==> src/hdl/bblur_pkg.sv <==
// shared constants, types and tables of the 3x3 box blur
`default_nettype none

package bblur_pkg;

  // image limits
  localparam int MAX_WIDTH  = 1024;
  localparam int MAX_HEIGHT = 4096;

  // field and register widths
  localparam int COL_W      = 10;
  localparam int ROW_W      = 12;
  localparam int WID_W      = 11;
  localparam int HGT_W      = 13;
  localparam int CFG_IDX_W  = 1;
  localparam int CFG_DATA_W = 13;
  localparam int CH_W       = 8;
  localparam int PIX_W      = 3 * CH_W;

  // register indexes
  localparam logic [CFG_IDX_W-1:0] REG_FRAME_WIDTH  = 1'b0;
  localparam logic [CFG_IDX_W-1:0] REG_FRAME_HEIGHT = 1'b1;

  // input word function codes
  localparam logic FUNC_PIXEL = 1'b0;
  localparam logic FUNC_DRAIN = 1'b1;

  // arithmetic widths: sum of up to nine channels, count of up to nine
  localparam int SUM_W  = 12;
  localparam int CNT_W  = 4;
  localparam int DIV_W  = SUM_W + 1;
  localparam int RCP_SH = 24;
  localparam int RCP_W  = 24;
  localparam int PROD_W = DIV_W + RCP_W;

  // ceil(2^RCP_SH / (2n)), exact floor division for dividends below 2^13
  localparam logic [RCP_W-1:0] RCP_TAB [16] = '{
    RCP_W'(0),
    RCP_W'((2**RCP_SH + 1) / 2),
    RCP_W'((2**RCP_SH + 3) / 4),
    RCP_W'((2**RCP_SH + 5) / 6),
    RCP_W'((2**RCP_SH + 7) / 8),
    RCP_W'((2**RCP_SH + 9) / 10),
    RCP_W'((2**RCP_SH + 11) / 12),
    RCP_W'((2**RCP_SH + 13) / 14),
    RCP_W'((2**RCP_SH + 15) / 16),
    RCP_W'((2**RCP_SH + 17) / 18),
    RCP_W'(0), RCP_W'(0), RCP_W'(0), RCP_W'(0), RCP_W'(0), RCP_W'(0)
  };

  // command queue
  localparam int QD  = 2;
  localparam int QAW = (QD > 1) ? $clog2(QD) : 1;

  typedef enum logic {
    CMD_PIXEL = 1'b0,
    CMD_DRAIN = 1'b1
  } kind_e;

  typedef struct packed {
    logic [CH_W-1:0] red;
    logic [CH_W-1:0] green;
    logic [CH_W-1:0] blue;
  } pix_t;

  // one classified word for the back end; mask bit k selects window column
  // or row k (column 0 oldest, row 0 two lines up)
  typedef struct packed {
    kind_e            kind;
    logic             first;
    logic [COL_W-1:0] addr;
    pix_t             pix;
    logic [2:0]       rows;
    logic             emit_a;
    logic [2:0]       cols_a;
    logic [COL_W-1:0] col_a;
    logic             last_a;
    logic             fend_a;
    logic             emit_b;
    logic [2:0]       cols_b;
    logic [COL_W-1:0] col_b;
    logic [ROW_W-1:0] out_row;
  } cmd_t;

endpackage

`default_nettype wire

==> src/hdl/bblur_fifo.sv <==
// two entry command queue between front and back end
`default_nettype none

module bblur_fifo (
  input  logic            clk_i,
  input  logic            rst_ni,
  input  logic            push_i,
  input  bblur_pkg::cmd_t cmd_i,
  output logic            full_o,
  input  logic            pop_i,
  output bblur_pkg::cmd_t cmd_o,
  output logic            valid_o
);

  localparam int QD  = bblur_pkg::QD;
  localparam int QAW = bblur_pkg::QAW;

  bblur_pkg::cmd_t  mem_q [QD];
  logic [QAW-1:0]   wr_ptr_q, rd_ptr_q;
  logic [QAW:0]     cnt_q, cnt_d;

  assign full_o  = (cnt_q == (QAW+1)'(QD));
  assign valid_o = (cnt_q != '0);
  assign cmd_o   = mem_q[rd_ptr_q];

  always_comb begin
    case ({push_i, pop_i})
      2'b10:   cnt_d = cnt_q + (QAW+1)'(1);
      2'b01:   cnt_d = cnt_q - (QAW+1)'(1);
      default: cnt_d = cnt_q;
    endcase
  end

  always_ff @(posedge clk_i) begin
    if (push_i) begin
      mem_q[wr_ptr_q] <= cmd_i;
    end
  end

  always_ff @(posedge clk_i or negedge rst_ni) begin
    if (!rst_ni) begin
      wr_ptr_q <= '0;
      rd_ptr_q <= '0;
      cnt_q    <= '0;
    end else begin
      cnt_q <= cnt_d;
      if (push_i) begin
        wr_ptr_q <= (wr_ptr_q == QAW'(QD - 1)) ? '0 : wr_ptr_q + QAW'(1);
      end
      if (pop_i) begin
        rd_ptr_q <= (rd_ptr_q == QAW'(QD - 1)) ? '0 : rd_ptr_q + QAW'(1);
      end
    end
  end

endmodule

`default_nettype wire

==> config.mk <==
export PLATFORM = sky130hd
export DESIGN_NAME = bblur_fifo
export DESIGN_NICKNAME = d
export VERILOG_FILES = /design/src/hdl/bblur_pkg.sv /design/src/hdl/bblur_fifo.sv
export SDC_FILE = /design/constraint.sdc
export NUM_CORES = 1
export LEC_CHECK = 0
export ABC_AREA = 0
export BUFFER_PORTS_ARGS = -buffer_cell sky130_fd_sc_hd__buf_4
export CAP_MARGIN = 30
export CORE_MARGIN = 4
export CORE_UTILIZATION = 52
export CTS_CLUSTER_SIZE = 14
export DETAILED_ROUTE_END_ITERATION = 10
export PLACE_DENSITY = 0.89
export SYNTH_ARGS = -nofsm -noshare
export SYNTH_HDL_FRONTEND = slang
export SYNTH_SLANG_ARGS = --single-unit
==> constraint.sdc <==
create_clock -name clk_i -period 4.95 [get_ports clk_i]
set_input_delay 0.99 -clock clk_i [delete_from_list [all_inputs] [get_ports clk_i]]
set_output_delay 0.99 -clock clk_i [all_outputs]
set_load 0.1 [all_outputs]
# --- Yosys cells after proc, flatten, opt, wreduce, memory -nomap -nowiden ---
# Memories as Yosys holds them, arrays and structs flattened.
# Cells that the tools add are included.
word_totals:
  ff_bits: 4
  mem_bits_rw: 162
  in_bits: 85
  output_inout_bits: 83
  wordCells: 18
  n_memories: 1
classes:
  addsub: 4
  eq_ne: 3
  n_mux: 5
  n_reduce_logical: 2
mem_list:
  columns: ["name", "depth", "width", "read_ports", "rd_ports_with_merged_regs", "wr", "line", "text"]
  rows:
  - ["mem_q", 2, 81, 1, 0, 1, "bblur_fifo.sv:18", "bblur_pkg::cmd_t mem_q [QD];"]
ops:
  columns: ["op", "count"]
  rows:
  - ["2-bit equality test (second input constant)", 2]
  - ["1-bit two-way mux", 4]
  - ["2-bit case mux with 2 select lines", 1]
  - ["2-bit nonzero test", 2]
  - ["1-bit adder (second input constant)", 2]
  - ["2-bit by 1-bit adder with 2-bit output (second input constant)", 1]
  - ["2-bit by 1-bit equality test with 1-bit output (second input constant)", 1]
  - ["2-bit by 1-bit subtractor with 2-bit output (second input constant)", 1]

# --- Logic depth before layout (Yosys ltp) ---
# Gate-level depths: netlist of the first run.
logic_depth:
  ltp_word: 2
  depth_mapped: 5

# --- Worst setup path before layout of the first run ---
# Ideal clock, no wire load.
synth_path:
  path_kind: "input to register"
  startpoint: "input push_i"
  endpoint: "memory mem_q[0][0] (netlist name), enable pin"
  setup_time_ns: 0.521
  arrival_time_ns: 4.401
  required_time_ns: 4.429
  slack_ns: 0.028
  path_stages: 2
  cell_sequence: "inv_1 > nor2_1"
synth_between:
  elab_chain_len: 2
synth_rtl:
  columns: ["item", "line", "text"]
  rows:
  - ["from (decl)", "bblur_fifo.sv:7", "input logic push_i,"]
  - ["1-bit two-way mux", "bblur_fifo.sv:35", "if (push_i) begin"]
  - ["1-bit two-way mux (not written as such)", "bblur_fifo.sv:36", "mem_q[wr_ptr_q] <= cmd_i;"]
  - ["to (decl)", "bblur_fifo.sv:18", null]
# Every way passes these cells.

==> results.toml, run 1 <==
[finish]
final_area_mm2 = 0.008372
fill_cells = 760
drive_gt1_frac = 0.6177
antennaDiodeCount = 0
fin_nets = 536
finalNonFillerCells = 631
area_delta_synth_final_pct = 30.18

[synthesis]
syn_avg_cell_area_um2 = 24.00
seq_area_frac_synth = 0.7720
synth-seq-cells = 166
yosys-top-cells-area = "edfxtp_1 (76%), mux2_4 (18%), buf_12 (2.5%)"
yosysTopAreaCell = "edfxtp_1"
syn_inst = 268
yosysWarnings = 0
synth_top_area_share = 0.7564
netlist_area_mm2 = 0.006431
yosys.cell_types.count = 14
syn_nets = 354

[placement]
dp_hpwl_um = 7509
io_buffers = 167
dp_cells = 599
postPlaceCellArea_mm2 = 0.007807
gp_congestion = 0.6840

[clock_tree]
postCtsResizedCells = 0
cts_tree = "built"
clkLatencyLatePin_ns = 0.42
clock_path_buffers = 2
clockRootBuffer = "clkbuf_16"
post_cts_buffers = 0
cts_made_buffers = 17
cts.clk_slew.worst_paths_ns = 0.06
cts_sinks = 166
cts_hold_buffers = 0
cts-htree-levels = 4

[routing]
ant_nets = 0
drt_first_iter_violations = 229
dr.pass1.iters = 4
wire_per_inst_um = 17.54
wl_um = 11070
post-route-drc-count = 0
vias = 3079
via_per_inst = 4.880

[sta]
final-setup-viol-count = 0
setup_tns_ns = 0
clock_skew_ns = 0.006743
hold_violations = 0
maxSlewHeadroom = 0.3785
max_clock_freq_ghz = 0.2838
whs_ns = 0.3619
grt_setup_unrepaired = "no"
fin_crit_ns = 3.523
max_slew.worst_pin.slew_ns = 0.9322
fin_crit_sh = 0.7118
slew_viol_final = 0

[global_routing]
overflow = 0
antenna_found_initial = 0
grt_start_max_net_pins = 51
grt_usage = 0.1613
grt_pass1_wl_um = 17230
grt_pass1_vias = 3299

[worst_setup_path]
cp_max_fo = 50
end_kind = "output pin"
cpMaxStageDelayCell = "dfrtp_4"
cp_num_buf_inv = 2
arrival_ns = 2.53
path_common_cell = "buf_4"
crit_path_start_kind = "register"
crit_type = "reg -> out"
crit_family = "flip-flops"
required_ns = 3.96
max_stage_delay_ns = 1.01
worstPathCellList = "buf_4, mux2_4, buf_4"

[outcome]
status = "complete, no violations"

[floorplanning]
dieWidth_um = 119.2
pin_count = 168
fp.coreArea_mm2 = 0.01206
die_area_mm2 = 0.01421
num_rows = 40
die_y_um = 119.2
start_util = 0.5332

[hold_path]
hold_class = "in -> async"

[flow_run]
maxCapViolations = 0
kinds of logic after synthesis:
group                    share of synthesized area
multiplexers                                0.1879
buffers and inverters                      0.02724
adder cells (fa/ha/maj)                   0.001945
XOR/XNOR                                  0.006811
flip-flops                                  0.7720
AND/OR/NAND/NOR                           0.004088
cell usage after synthesis, drive strengths merged:
| cell | count |
|---|---|
| nor2b | 1 |
| nor2 | 2 |
| buf | 9 |
| xnor2 | 2 |
| inv | 1 |
| ha | 1 |
| or2 | 1 |
| xor2 | 3 |
| edfxtp | 162 |
| mux2 | 81 |
| dfrtp | 4 |
| and2 | 1 |
per-stage QoR:
| stage | setup slack (ns) | util |
|---|---|---|
| 5_1_grt | 1.310 | 0.6941 |
| 3_5_place_dp | 1.865 | 0.6473 |
| 4_1_cts | 1.397 | 0.6941 |
| 6_report | 1.427 | 0.6941 |
| 3_3_place_gp | 1.887 | 0.6434 |
| 2_1_floorplan | 0.02823 | - |
registers in the layout, indices dropped and copies added, names as in the netlist:
name and cells:
rd_ptr_q 1, mem_q 162, wr_ptr_q 1, cnt_q 2
metal layers:
metal | global-route usage | part of all wire | routed length, µm
met1 | 0.1877 | 0.38 | 4221
met2 | 0.2635 | 0.52 | 5713
met3 | 0.06173 | 0.079 | 876
met4 | 0.07676 | 0.023 | 258
met5 | 0 | 0 | 0
layout by cell type (no fill, tap or decap), drive strengths merged:
cell type / netlist / routed
buf: 9 / 172
edfxtp: 162 / 162
mux2: 81 / 81
clkbuf: 0 / 18
clkinv: 0 / 7
clkinvlp: 0 / 4
dfrtp: 4 / 4
xor2: 3 / 3
xnor2: 2 / 2
bufinv: 0 / 2
inv: 1 / 2
nor2: 2 / 2
or2: 1 / 1
nor2b: 1 / 1
and2: 1 / 1
ha: 1 / 1
layout make-up:
cell class                      instances  area (µm²)  share of cell area
Clock buffer                           18       429.2             0.05126
Clock inverter                         14       135.1             0.01614
Multi-Input combinational cell         92        1301              0.1554
Inverter                                1       3.754           0.0004484
Sequential cell                       166        4969              0.5935
Tap cell                              168       210.2             0.02511
Timing Repair Buffer                  172        1324              0.1581
final timing paths:
kind                       cells after the start            startpoint                      to  slack, ns
setup / recovery                               3  rd_ptr_q$_DFFE_PN0P_               cmd_o[77]       1.43
hold / removal                                 1                rst_ni    wr_ptr_q$_DFFE_PN0P_       0.36
setup reg to reg                               3  wr_ptr_q$_DFFE_PN0P_  mem_q[0][32]$_DFFE_PP_       3.29
hold reg to reg                                1  cnt_q[1]$_DFFE_PN0P_    cnt_q[1]$_DFFE_PN0P_       0.48
max in group asynchronous                      1                rst_ni    rd_ptr_q$_DFFE_PN0P_       4.48
min in group clk_i                             1  cnt_q[1]$_DFFE_PN0P_    cnt_q[1]$_DFFE_PN0P_       0.48
Power of run 1 is left out: the tool's default activity adds up to more than one toggle a clock period on the data nets, which glitch-free logic cannot reach.
==> run 2: changes to the inputs <==
CORE_UTILIZATION = 47   (was 52)
PLACE_DENSITY = 0.85   (was 0.89)
clock period = 2.9 ns   (was 4.95 ns; I/O delays follow)
==> results.toml, run 2 (synthesis results as in run 1) <==
[outcome]
status = "complete, no violations"

[worst_setup_path]
crit_type = "reg -> out"
max_stage_delay_ns = 0.68
r2r_cells = 2
timing.rr.end = "mem_q[1][10]$_DFFE_PP_"
cp_num_buf_inv = 2
cp_max_fo = 28
arrival_ns = 1.99
cpMaxStageDelayCell = "dfrtp_4"
crit_path_start_kind = "register"
crit_family = "flip-flops"
r2r_slack_ns = 1.27
worstPathCellList = "buf_12, mux2_4, buf_4"
crit_start = "rd_ptr_q$_DFFE_PN0P_"
r2r-start = "wr_ptr_q$_DFFE_PN0P_"
end_kind = "output pin"
required_ns = 2.32

[sta]
grt_setup_unrepaired = "no"
max_slew.worst_pin.slew_ns = 0.6761
fin_crit_ns = 2.565
fin_crit_sh = 0.8846
final-setup-viol-count = 0
max_clock_freq_ghz = 0.3898
maxSlewHeadroom = 0.5493
setup_tns_ns = 0
clock_skew_ns = 0.003793
slew_viol_final = 0
hold_violations = 0

[floorplanning]
num_rows = 42
die_area_mm2 = 0.01562
dieWidth_um = 125.0
pin_count = 168
die_y_um = 125.0
fp.coreArea_mm2 = 0.01330
start_util = 0.4837

[global_routing]
antenna_found_initial = 0
grt_pass1_wl_um = 17600
grt_start_max_net_pins = 50
grt_usage = 0.1475
overflow = 0
grt_pass1_vias = 3360

[placement]
dp_hpwl_um = 7852
io_buffers = 167
gp_congestion = 0.7150

[finish]
drive_gt1_frac = 0.6134
final_cell_mix = "buf_4 (170), edfxtp_1 (162), mux2_4 (79)"
area_delta_synth_final_pct = 30.35
final_common_cell = "buf_4"
largestRegisters = "mem_q x162, cnt_q x2"
top_register = "mem_q"
antennaDiodeCount = 0
largest_reg_flops = 162
fin_nets = 538

[routing]
met2_length_um = 6263
maxUsedRoutingLayer = "met4"
dr.pass1.iters = 4
drt_first_iter_violations = 188
wl_um = 11490
wire_per_inst_um = 17.98
ant_nets = 0
wl_met1_um = 4289
wl_met3_um = 781
vias = 3078
post-route-drc-count = 0
via_per_inst = 4.817

[clock_tree]
cts-htree-levels = 4
cts_sinks = 166
clock_path_buffers = 2
cts.clk_slew.worst_paths_ns = 0.06
cts_tree = "built"
clkLatencyLatePin_ns = 0.41
clockRootBuffer = "clkbuf_16"
cts_made_buffers = 17

[hold_path]
hold_class = "in -> reg"
min_from = "cmd_i[21]"
hold-path-endpoint = "mem_q[1][21]$_DFFE_PP_"
worstHoldPathCells = 1

[flow_run]
maxCapViolations = 0
[run 2: stage by stage]
| stage | hold slack (ns) | area, µm² | cells | utilization | worst slack, ns |
|---|---|---|---|---|---|
| 2_1_floorplan | 0.2844 | 6440 | 268 | - | 0.5706 |
| 3_3_place_gp | 0.3781 | 7830 | 608 | 0.5889 | 0.7557 |
| 3_5_place_dp | 0.3778 | 7830 | 608 | 0.5889 | 0.7382 |
| 4_1_cts | 0.3284 | 8383 | 639 | 0.6305 | 0.2864 |
| 5_1_grt | 0.3264 | 8383 | 639 | 0.6305 | 0.2427 |
| 6_report | 0.3507 | 8383 | 639 | 0.6305 | 0.3345 |
[run 2: how the worst max path moves through the flow]
stage / end / slack (ns) / cells past startpoint
finish: cmd_o[59] / 0.33 / 3
global route: cmd_o[50] / 0.24 / 3
CTS: cmd_o[52] / 0.29 / 3
detailed placement: cmd_o[52] / 0.74 / 3
global placement: cmd_o[58] / 0.76 / 3
floorplan: full_o / 0.57 / 1
[run 2: layout make-up]
class / count / area [µm²]
Clock inverter: 12 / 113.9
Tap cell: 176 / 220.2
Multi-Input combinational cell: 92 / 1301
Inverter: 1 / 3.754
Clock buffer: 18 / 429.2
Sequential cell: 166 / 4969
Fill cell: 928 / 4912
Timing Repair Buffer: 174 / 1346
[run 2: timing repair]
action | in CTS | in global routing
gates resized for setup | 0 | 0
buffers inserted | 0 | 0
endpoints found under the hold margin | 4 | 0
hold buffers | 1 | 0
[run 2: per-layer routing]
| layer | vias up | GRT usage |
|---|---|---|
| li1 | 1427 | - |
| met1 | 1530 | 0.1609 |
| met2 | 108 | 0.2616 |
| met3 | 13 | 0.05458 |
| met4 | 0 | 0.05740 |
| met5 | - | 0 |
Power of run 2 is left out for the same reason.
