$ cat src/hdl/bblur_pkg.sv
// shared constants, types and tables of the 3x3 box blur
`default_nettype none

package bblur_pkg;

  // image limits
  localparam int MAX_WIDTH  = 1024;
  localparam int MAX_HEIGHT = 4096;

  // field and register widths
  localparam int COL_W      = 10;
  localparam int ROW_W      = 12;
  localparam int WID_W      = 11;
  localparam int HGT_W      = 13;
  localparam int CFG_IDX_W  = 1;
  localparam int CFG_DATA_W = 13;
  localparam int CH_W       = 8;
  localparam int PIX_W      = 3 * CH_W;

  // register indexes
  localparam logic [CFG_IDX_W-1:0] REG_FRAME_WIDTH  = 1'b0;
  localparam logic [CFG_IDX_W-1:0] REG_FRAME_HEIGHT = 1'b1;

  // input word function codes
  localparam logic FUNC_PIXEL = 1'b0;
  localparam logic FUNC_DRAIN = 1'b1;

  // arithmetic widths: sum of up to nine channels, count of up to nine
  localparam int SUM_W  = 12;
  localparam int CNT_W  = 4;
  localparam int DIV_W  = SUM_W + 1;
  localparam int RCP_SH = 24;
  localparam int RCP_W  = 24;
  localparam int PROD_W = DIV_W + RCP_W;

  // ceil(2^RCP_SH / (2n)), exact floor division for dividends below 2^13
  localparam logic [RCP_W-1:0] RCP_TAB [16] = '{
    RCP_W'(0),
    RCP_W'((2**RCP_SH + 1) / 2),
    RCP_W'((2**RCP_SH + 3) / 4),
    RCP_W'((2**RCP_SH + 5) / 6),
    RCP_W'((2**RCP_SH + 7) / 8),
    RCP_W'((2**RCP_SH + 9) / 10),
    RCP_W'((2**RCP_SH + 11) / 12),
    RCP_W'((2**RCP_SH + 13) / 14),
    RCP_W'((2**RCP_SH + 15) / 16),
    RCP_W'((2**RCP_SH + 17) / 18),
    RCP_W'(0), RCP_W'(0), RCP_W'(0), RCP_W'(0), RCP_W'(0), RCP_W'(0)
  };

  // command queue
  localparam int QD  = 2;
  localparam int QAW = (QD > 1) ? $clog2(QD) : 1;

  typedef enum logic {
    CMD_PIXEL = 1'b0,
    CMD_DRAIN = 1'b1
  } kind_e;

  typedef struct packed {
    logic [CH_W-1:0] red;
    logic [CH_W-1:0] green;
    logic [CH_W-1:0] blue;
  } pix_t;

  // one classified word for the back end; mask bit k selects window column
  // or row k (column 0 oldest, row 0 two lines up)
  typedef struct packed {
    kind_e            kind;
    logic             first;
    logic [COL_W-1:0] addr;
    pix_t             pix;
    logic [2:0]       rows;
    logic             emit_a;
    logic [2:0]       cols_a;
    logic [COL_W-1:0] col_a;
    logic             last_a;
    logic             fend_a;
    logic             emit_b;
    logic [2:0]       cols_b;
    logic [COL_W-1:0] col_b;
    logic [ROW_W-1:0] out_row;
  } cmd_t;

endpackage

`default_nettype wire

$ cat src/hdl/bblur_if.sv
// pixel input and blurred result channel interfaces
`default_nettype none

interface bblur_in_if;
  logic                      valid;
  logic                      ready;
  logic                      func;
  logic [bblur_pkg::CH_W-1:0] red_in;
  logic [bblur_pkg::CH_W-1:0] green_in;
  logic [bblur_pkg::CH_W-1:0] blue_in;

  modport source (output valid, func, red_in, green_in, blue_in, input ready);
  modport sink   (input valid, func, red_in, green_in, blue_in, output ready);
endinterface


`default_nettype wire

$ cat src/hdl/bblur_front.sv
// front end: config registers, raster position tracking, word classification
`default_nettype none

module bblur_front (
  input  logic                             clk_i,
  input  logic                             rst_ni,
  bblur_in_if.sink                         pix_i,
  input  logic                             cfg_we_i,
  input  logic [bblur_pkg::CFG_IDX_W-1:0]  cfg_idx_i,
  input  logic [bblur_pkg::CFG_DATA_W-1:0] cfg_data_i,
  input  logic                             q_full_i,
  output logic                             q_push_o,
  output bblur_pkg::cmd_t                  q_cmd_o
);

  localparam int WID_W = bblur_pkg::WID_W;
  localparam int HGT_W = bblur_pkg::HGT_W;
  localparam int COL_W = bblur_pkg::COL_W;
  localparam int ROW_W = bblur_pkg::ROW_W;

  logic [WID_W-1:0] width_q;
  logic [HGT_W-1:0] height_q;
  logic [COL_W-1:0] col_q, col_d;
  logic [ROW_W-1:0] row_q, row_d;
  logic             draining_q, draining_d;
  logic [COL_W-1:0] drain_q, drain_d;

  logic [WID_W-1:0] w_eff, w_last, drain_ext;
  logic [HGT_W-1:0] h_eff, h_last;
  logic             is_drain, fire, row_end, frame_last, drain_end, right_ok;
  bblur_pkg::cmd_t  cmd;

  // out of range sizes clamp to 1..max
  assign w_eff = (width_q == '0) ? WID_W'(1) :
                 (width_q > WID_W'(bblur_pkg::MAX_WIDTH)) ? WID_W'(bblur_pkg::MAX_WIDTH) :
                 width_q;
  assign h_eff = (height_q == '0) ? HGT_W'(1) :
                 (height_q > HGT_W'(bblur_pkg::MAX_HEIGHT)) ? HGT_W'(bblur_pkg::MAX_HEIGHT) :
                 height_q;
  assign w_last = w_eff - WID_W'(1);
  assign h_last = h_eff - HGT_W'(1);

  assign pix_i.ready = !q_full_i;
  assign fire        = pix_i.valid && pix_i.ready;
  assign is_drain    = (pix_i.func == bblur_pkg::FUNC_DRAIN);

  assign row_end    = WID_W'(col_q) >= w_last;
  assign frame_last = HGT_W'(row_q) >= h_last;
  assign drain_ext  = WID_W'(drain_q);
  assign drain_end  = drain_ext >= w_last;
  assign right_ok   = (drain_ext + WID_W'(1)) < w_eff;

  // words that do not fit the current mode are taken and dropped
  assign q_push_o = fire && (is_drain == draining_q);
  assign q_cmd_o  = cmd;

  always_comb begin
    cmd           = '0;
    cmd.pix.red   = pix_i.red_in;
    cmd.pix.green = pix_i.green_in;
    cmd.pix.blue  = pix_i.blue_in;
    if (is_drain) begin
      cmd.kind    = bblur_pkg::CMD_DRAIN;
      cmd.first   = (drain_q == '0);
      cmd.addr    = drain_q + COL_W'(1);
      cmd.rows    = {1'b0, 1'b1, h_eff >= HGT_W'(2)};
      cmd.emit_a  = 1'b1;
      cmd.cols_a  = {right_ok, 1'b1, drain_q != '0};
      cmd.col_a   = drain_q;
      cmd.last_a  = 1'b1;
      cmd.fend_a  = drain_end;
      cmd.out_row = h_last[ROW_W-1:0];
    end else begin
      cmd.kind    = bblur_pkg::CMD_PIXEL;
      cmd.addr    = col_q;
      cmd.rows    = {1'b1, 1'b1, row_q >= ROW_W'(2)};
      cmd.emit_a  = (row_q != '0) && (col_q != '0);
      cmd.cols_a  = {1'b1, 1'b1, col_q >= COL_W'(2)};
      cmd.col_a   = col_q - COL_W'(1);
      cmd.last_a  = !row_end;
      cmd.emit_b  = (row_q != '0) && row_end;
      cmd.cols_b  = {1'b1, col_q != '0, 1'b0};
      cmd.col_b   = col_q;
      cmd.out_row = row_q - ROW_W'(1);
    end
  end

  always_comb begin
    col_d      = col_q;
    row_d      = row_q;
    draining_d = draining_q;
    drain_d    = drain_q;
    if (q_push_o) begin
      if (is_drain) begin
        if (drain_end) begin
          draining_d = 1'b0;
          drain_d    = '0;
        end else begin
          drain_d = drain_q + COL_W'(1);
        end
      end else if (row_end) begin
        col_d = '0;
        if (frame_last) begin
          row_d      = '0;
          draining_d = 1'b1;
          drain_d    = '0;
        end else begin
          row_d = row_q + ROW_W'(1);
        end
      end else begin
        col_d = col_q + COL_W'(1);
      end
    end
  end

  always_ff @(posedge clk_i or negedge rst_ni) begin
    if (!rst_ni) begin
      width_q    <= WID_W'(1024);
      height_q   <= HGT_W'(1024);
      col_q      <= '0;
      row_q      <= '0;
      draining_q <= 1'b0;
      drain_q    <= '0;
    end else begin
      if (cfg_we_i) begin
        unique case (cfg_idx_i)
          bblur_pkg::REG_FRAME_WIDTH:  width_q  <= cfg_data_i[WID_W-1:0];
          bblur_pkg::REG_FRAME_HEIGHT: height_q <= cfg_data_i[HGT_W-1:0];
          default: ;
        endcase
      end
      col_q      <= col_d;
      row_q      <= row_d;
      draining_q <= draining_d;
      drain_q    <= drain_d;
    end
  end

endmodule

`default_nettype wire

$ cat src/flat_wrapper.sv
// flat-port wrapper written by rule: the top's interface ports become plain ports
module bblur_front_flat 
  (clk_i, rst_ni, cfg_we_i, cfg_idx_i, cfg_data_i, q_full_i, q_push_o, q_cmd_o, pix_i_valid, pix_i_func, pix_i_red_in, pix_i_green_in, pix_i_blue_in, pix_i_ready);
  bblur_in_if pix_i_i ();
  input  logic clk_i;
  input  logic rst_ni;
  input  logic cfg_we_i;
  input  logic [bblur_pkg::CFG_IDX_W-1:0] cfg_idx_i;
  input  logic [bblur_pkg::CFG_DATA_W-1:0] cfg_data_i;
  input  logic q_full_i;
  output logic q_push_o;
  output bblur_pkg::cmd_t q_cmd_o;
  input wire logic [$bits(pix_i_i.valid)-1:0] pix_i_valid;
  input wire logic [$bits(pix_i_i.func)-1:0] pix_i_func;
  input wire logic [$bits(pix_i_i.red_in)-1:0] pix_i_red_in;
  input wire logic [$bits(pix_i_i.green_in)-1:0] pix_i_green_in;
  input wire logic [$bits(pix_i_i.blue_in)-1:0] pix_i_blue_in;
  output wire logic [$bits(pix_i_i.ready)-1:0] pix_i_ready;
  assign pix_i_i.valid = pix_i_valid;
  assign pix_i_i.func = pix_i_func;
  assign pix_i_i.red_in = pix_i_red_in;
  assign pix_i_i.green_in = pix_i_green_in;
  assign pix_i_i.blue_in = pix_i_blue_in;
  assign pix_i_ready = pix_i_i.ready;
  bblur_front u_core (.clk_i(clk_i), .rst_ni(rst_ni), .pix_i(pix_i_i), .cfg_we_i(cfg_we_i), .cfg_idx_i(cfg_idx_i), .cfg_data_i(cfg_data_i), .q_full_i(q_full_i), .q_push_o(q_push_o), .q_cmd_o(q_cmd_o));
endmodule
$ cat config.mk
export PLATFORM = sky130hd
export DESIGN_NAME = bblur_front_flat
export DESIGN_NICKNAME = d
export VERILOG_FILES = /design/src/hdl/bblur_pkg.sv /design/src/hdl/bblur_if.sv /design/src/hdl/bblur_front.sv /design/src/flat_wrapper.sv
export SDC_FILE = /design/constraint.sdc
export NUM_CORES = 1
export LEC_CHECK = 0
export CORE_ASPECT_RATIO = 1.75
export CORE_MARGIN = 4
export CORE_UTILIZATION = 65
export CTS_BUF_LIST = sky130_fd_sc_hd__clkbuf_8 sky130_fd_sc_hd__clkbuf_16
export CTS_CLUSTER_SIZE = 24
export DETAILED_ROUTE_END_ITERATION = 10
export DONT_BUFFER_PORTS = 1
export PLACE_DENSITY = 0.85
export SETUP_SLACK_MARGIN = 0.4
export SLEW_MARGIN = 10
export SYNTH_ARGS = -nofsm -noshare
export SYNTH_HDL_FRONTEND = slang
export SYNTH_SLANG_ARGS = --single-unit
$ cat constraint.sdc
create_clock -name clk_i -period 11.4 [get_ports clk_i]
set_clock_uncertainty 0.1 [all_clocks]
set_input_delay 0.57 -clock clk_i [delete_from_list [all_inputs] [get_ports clk_i]]
set_output_delay 0.57 -clock clk_i [all_outputs]
set_load 0.01 [all_outputs]
### After elaboration in Yosys (flattened, before gate mapping)

Index checks and enable logic that the tools add are counted.

* $add $sub $neg: 8
* multiply operators: 0
* div/mod/pow operators: 0
* magnitude comparators: 9
* equality and inequality tests: 2
* shift-type cells: 0
* multiplexer cells: 21
* bitwise gates (word level): 2
* reduce and logical (&&, ||, !) cells: 20

Operators by type and width (number)
* 2-to-1 mux 10 bit: 6
* 2-to-1 mux 13 bit: 2
* 2-to-1 mux 12 bit: 2
* greater-or-equal comparator 10 x 11 -> 1 bit: 2
* 2-to-1 mux 11 bit: 2
* adder 10 x 1 -> 10 bit, second input constant: 2
* nonzero test 10 bit: 2
* 2-to-1 mux 18 bit: 1
* 2-to-1 mux 14 bit: 1
* greater-or-equal comparator 12 x 13 -> 1 bit: 1
* greater-or-equal comparator 13 x 2 -> 1 bit, second input constant: 1
* greater-than comparator 13 bit, second input constant: 1
* zero test 13 bit: 1
* subtractor 13 x 1 -> 13 bit, second input constant: 1
* adder 12 x 1 -> 12 bit, second input constant: 1
* greater-or-equal comparator 12 x 2 -> 1 bit, second input constant: 1
* nonzero test 12 bit: 1
* subtractor 12 x 1 -> 12 bit, second input constant: 1
* adder 10 x 1 -> 11 bit, second input constant: 1
* greater-than comparator 11 bit, second input constant: 1
* zero test 11 bit: 1
* less-than comparator 11 bit: 1
* subtractor 11 x 1 -> 11 bit, second input constant: 1
* greater-or-equal comparator 10 x 2 -> 1 bit, second input constant: 1
* 12 further kinds: 27

* register bits: 57
* bits in latches: 0
* memory bits (writable): 0
* ROM bits: 0
* input port bits: 44
* output and inout bits: 83
* logic and storage cells: 68
* memories kept: 0

### Logic depth before layout (Yosys ltp)

* depth in word-level cells: 8
* mapped depth: 19
* mapped depth without buffers: 17

### Worst setup path after synthesis

No wires, ideal clock.

* path kind: register to register
* from: reg u_core.height_q[7]
* to: reg u_core.row_q[4]
* setup time: 0.121 ns
* arrival time: 3.833 ns
* data required time: 11.179 ns
* setup slack: 7.346 ns
* stages on the path, launching flop included: 20
* buffers on the path: 2
* period minus slack after synthesis: 4.054 ns
* path through: dfrtp_1 > or4_1 > or3_4 > nor3_1 > o21ai_0 > ha_1 > clkbuf_1 > nor2b_1 > nand2_1 > nand2_1 > o21ai_0 > o21ai_0 > ha_1 > nand3_1 > a21oi_1 > a21oi_1 > a211o_2 > and2b_1 > buf_6 > a22o_1

* cells in the longest elaborated chain, start to end: 6
* elaborated cells on any way between the ends: 7
* those cells by class: add/sub (1); order compare (2); mux (3); reduce/logical (1)

RTL lines
* start: declaration: line bblur_front.sv:22 `logic [HGT_W-1:0] height_q;`
* start signal: assignment: line bblur_front.sv:128 `bblur_pkg::REG_FRAME_HEIGHT: height_q <= cfg_data_i[HGT_W-1:0];`
* greater-than comparator 13 bit: line bblur_front.sv:38 `(height_q > HGT_W'(bblur_pkg::MAX_HEIGHT)) ? HGT_W'(bblur_pkg::MAX_HEIGHT) :`
* 2-to-1 mux 13 bit: line bblur_front.sv:38
* 2-to-1 mux 13 bit (*): line bblur_front.sv:37 `assign h_eff = (height_q == '0) ? HGT_W'(1) :`
* subtractor 13 x 1 -> 13 bit (*): line bblur_front.sv:41 `assign h_last = h_eff - HGT_W'(1);`
* greater-or-equal comparator 12 x 13 -> 1 bit (*): line bblur_front.sv:48 `assign frame_last = HGT_W'(row_q) >= h_last;`
* 2-to-1 mux 12 bit (*): line bblur_front.sv:103 `if (frame_last) begin`
* end signal: assignment: line bblur_front.sv:133 `row_q <= row_d;`
* end: declaration: line bblur_front.sv:24 `logic [ROW_W-1:0] row_q, row_d;`

Every way passes the cells marked *; elsewhere a longest branch is shown, timed or not.
A chain may end at the register's enable or synchronous reset.

### Worst setup path after layout

* from: reg u_core.height_q[7]
* to: reg u_core.drain_q[4]

* cells in the longest elaborated chain, start to end: 7
* elaborated cells on any way between the ends: 8
* those cells by class: add/sub (1); order compare (2); mux (2); reduce/logical (3)

RTL lines
* greater-than comparator 13 bit: line bblur_front.sv:38
* 2-to-1 mux 13 bit: line bblur_front.sv:38
* 2-to-1 mux 13 bit (*): line bblur_front.sv:37
* subtractor 13 x 1 -> 13 bit (*): line bblur_front.sv:41
* greater-or-equal comparator 12 x 13 -> 1 bit (*): line bblur_front.sv:48
* nonzero test 2 bit (no source line) (*)
* AND reduction 3 bit (no source line) (*)
* end signal: assignment: line bblur_front.sv:135 `drain_q <= drain_d;`
* end: declaration: line bblur_front.sv:26 `logic [COL_W-1:0] drain_q, drain_d;`

Marks and branches as above.

==> out/qor.yml <==
global_route:
  grt_pass1_vias: 4743
  grt_util_met2: 0.506
  use_met3: 0.0642
  grtUsageMet1: 0.304
  grt-busiest-layer: "met2"
  grt_use_total: 0.293
  grt_pass1_wl_um: 23100
  grt_max_degree: 64
  globalRouteOverflowTotal: 0
  grt_antenna_before_repair: 0
sta:
  relSlewSlack: 0.374
  fin_crit_ns: 4.99
  finalSetupTns_ns: 0
  max_freq_mhz: 200
  fin_crit_sh: 0.438
  max_slew.worst_pin.slew_ns: 0.938
  setup_viol: 0
  finalWorstSetupSlack_ns: 6.41
  slew_violations: 0
  finalHoldViolations: 4
  hold_ws_ns: -0.00194
  grt_setup_unrepaired: "no"
synthesis:
  ys.flop_type: "dfrtp_1"
  syn_area_per_cell_um2: 8.22
  synth.yosys.warnings: 0
  async_reset_ff_frac: 1.00
  synth_cells: 641
  synth_edf_count: 0
  ys_ff_latch: 57
  synth.distinct_cells: 62
  synth_area_mm2: 0.00527
  yosysSeqAreaShare: 0.271
clocking:
  post_cts_buffers: 0
  cts_resized: 0
  cts_tree: "built"
  clock-root-buffer: "clkbuf_16"
  cts_hold_buf: 1
  htree_levels: 3
  cts_buffers: 9
  cts_sinks: 57
  clkTransAtPathRegs_ns: 0.06
  clkLatencyLatePin_ns: 0.34
  clockBufferDepth: 2
route:
  vias: 4665
  drc: 0
  wl_um: 14100
  drtAntennaViolNets: 0
  first_pass_iters: 6
  vias_per_cell: 6.78
  drt_iter0_drc: 360
  drt-wirelength-per-cell_um: 20.4
run:
  max_cap_viol_count: 0
setup_path:
  required_ns: 11.47
  crit_path_start_kind: "flip-flop"
  reg2reg_slack_ns: 6.41
  cp_max_fo: 14
  crit_arrival_ns: 5.06
  crit_type: "flip-flop to flip-flop"
  endpoint_kind: "flip-flop"
placement:
  gp_congestion: 1.01
  place_ws_ns: 6.52
  hpwlAfterDp_um: 10400
  io_buffers: 0
outcome:
  violations: "hold timing"
  status: "finished, violations left"
floorplan:
  die_height_um: 127
  die_area_mm2: 0.00967
  std_cell_rows: 43
  fp.dieW_um: 76.1
  initial_utilization: 0.666
  coreArea_mm2: 0.00791
  io_pins: 127
cells_and_area:
  fin_nets: 692
  num_antenna_cells: 0
  drive_gt1_frac: 0.0903
  syn_to_final_growth_pct: 2.54
worst_hold_path:
  hold_path.class: "input pin to async pin"
power:
  irDropWorstVdd_uv: 89.9
  powerDensity_mw_per_mm2: 165
  leakage_uw: 0.00250
-- per-layer routing --
layer | share of wire | vias to the layer above
met2 | 0.51 | 246
met3 | 0.061 | 84
li1 | - | 2132
met5 | 0 | -
met1 | 0.36 | 2203
met4 | 0.074 | 0
-- worst paths after layout --
kind	startpoint	endpoint	cells past startpoint
hold / removal	rst_ni	u_core.drain_q[5]$_DFFE_PN0P_	1
setup / recovery	u_core.height_q[7]$_DFFE_PN0P_	u_core.drain_q[4]$_DFFE_PN0P_	17
hold reg to reg	u_core.width_q[1]$_DFFE_PN0P_	u_core.width_q[1]$_DFFE_PN0P_	1
min in group clk_i	cfg_data_i[1]	u_core.height_q[1]$_DFFE_PN0P_	1
setup reg to reg	u_core.height_q[7]$_DFFE_PN0P_	u_core.drain_q[4]$_DFFE_PN0P_	17
max in group asynchronous	rst_ni	u_core.height_q[10]$_DFFE_PN1P_	1
-- cell type report --
type                    instances  area, µm²
clock inverters                 4       73.8
well taps                      90        113
inverters                      27        101
repair buffers                  1       27.5
clock buffers                  12        267
flip-flops and latches         57       1430
multi-input cells             497       3390
fillers                       614       2510
-- state kept, by name (all words and copies together), names as in the netlist --
signal,cells
u_core.height_q,13
u_core.row_q,12
u_core.width_q,11
u_core.col_q,10
u_core.drain_q,10
u_core.draining_q,1
-- cells in the final DEF, fill, tap and decap left out, drive strengths merged, types with 3 or more instances in the layout --
| master | n |
|---|---|
| a211oi | 3 |
| nand2b | 9 |
| or4 | 4 |
| nand2 | 56 |
| o21ai | 44 |
| o211ai | 4 |
| o21bai | 5 |
| nand4 | 5 |
| nor3 | 16 |
| xnor2 | 17 |
| nor4 | 12 |
| nor2 | 65 |
| a21o | 16 |
| a22o | 10 |
| o31ai | 3 |
| nand3 | 21 |
| nor2b | 16 |
| nand3b | 3 |
| a31oi | 6 |
| xor2 | 23 |
| or2 | 3 |
| clkbuf | 12 |
| conb | 3 |
| dfrtp | 55 |
| o21a | 5 |
| or3 | 8 |
| inv | 27 |
| mux2 | 26 |
| o22ai | 6 |
| a21oi | 27 |
| and3 | 4 |
| ha | 55 |
-- where the power goes --
part	switching (µW)	internal (µW)	total, µW
logic	185	120	305
registers	53.4	229	282
clock network	97.3	209	306
total	336	558	894
-- cell usage after synthesis, types with 4 or more instances --
cell type	instances	area (µm²)
nor2_1	65	244
nand2_1	56	210
dfrtp_1	55	1380
ha_1	55	688
o21ai_0	42	210
buf_4	30	225
a21oi_1	27	135
clkbuf_1	26	97.6
inv_1	26	97.6
mux2_2	26	293
xor2_1	23	201
nand3_1	21	105
xnor2_1	17	149
a21o_1	16	120
nor2b_1	16	100
nor3_1	16	80.1
nor4_1	11	68.8
a22o_1	10	87.6
nand2b_1	9	56.3
or3_1	7	43.8
a31oi_1	6	37.5
o22ai_1	6	37.5
nand4_1	5	31.3
o21a_1	5	37.5
o21bai_1	5	37.5
and3_1	4	25.0
or4_1	4	30.0
-- stage by stage --
stage                     cells  total power, µW  instance area [µm²]  utilization
final                       688              894                 5400        0.683
after global routing        688              946                 5400        0.683
after CTS                   688              891                 5400        0.683
after detailed placement    671              578                 5030        0.637
after global placement      671              565                 5030        0.637
after floorplan             642              511                 5270            -
-- critical path, cell delays in order, from the launching register on --
cell and delay (ns):
dfrtp_1 0.42, or4_1 0.55, or3_4 0.37, nor3_1 0.21, o21ai_0 0.28, ha_1 0.40, nor2b_1 0.20, nand2_1 0.12
nand2_1 0.06, o21ai_0 0.07, o21ai_0 0.17, ha_1 0.34, nand3_1 0.08, a21oi_1 0.16, a21oi_1 0.06, a211o_2 0.46
nor2_1 0.58, o22ai_1 0.19
-- cells by family (layout without fill, tap and decap cells) --
| kind of cell | after synthesis | count (layout) | share of synthesized area |
|---|---|---|---|
| AO/OA/AOI/OAI | 143 | 143 | 0.174 |
| XOR/XNOR | 40 | 40 | 0.0665 |
| adder cells (fa/ha/maj) | 55 | 55 | 0.131 |
| buffers and inverters | 88 | 44 | 0.0857 |
| flip-flops | 57 | 57 | 0.271 |
| multiplexers | 28 | 28 | 0.0594 |
| other | 2 | 3 | 0.00143 |
| AND/OR/NAND/NOR | 228 | 228 | 0.211 |
No activity file was read; power rests on OpenSTA's default activity.
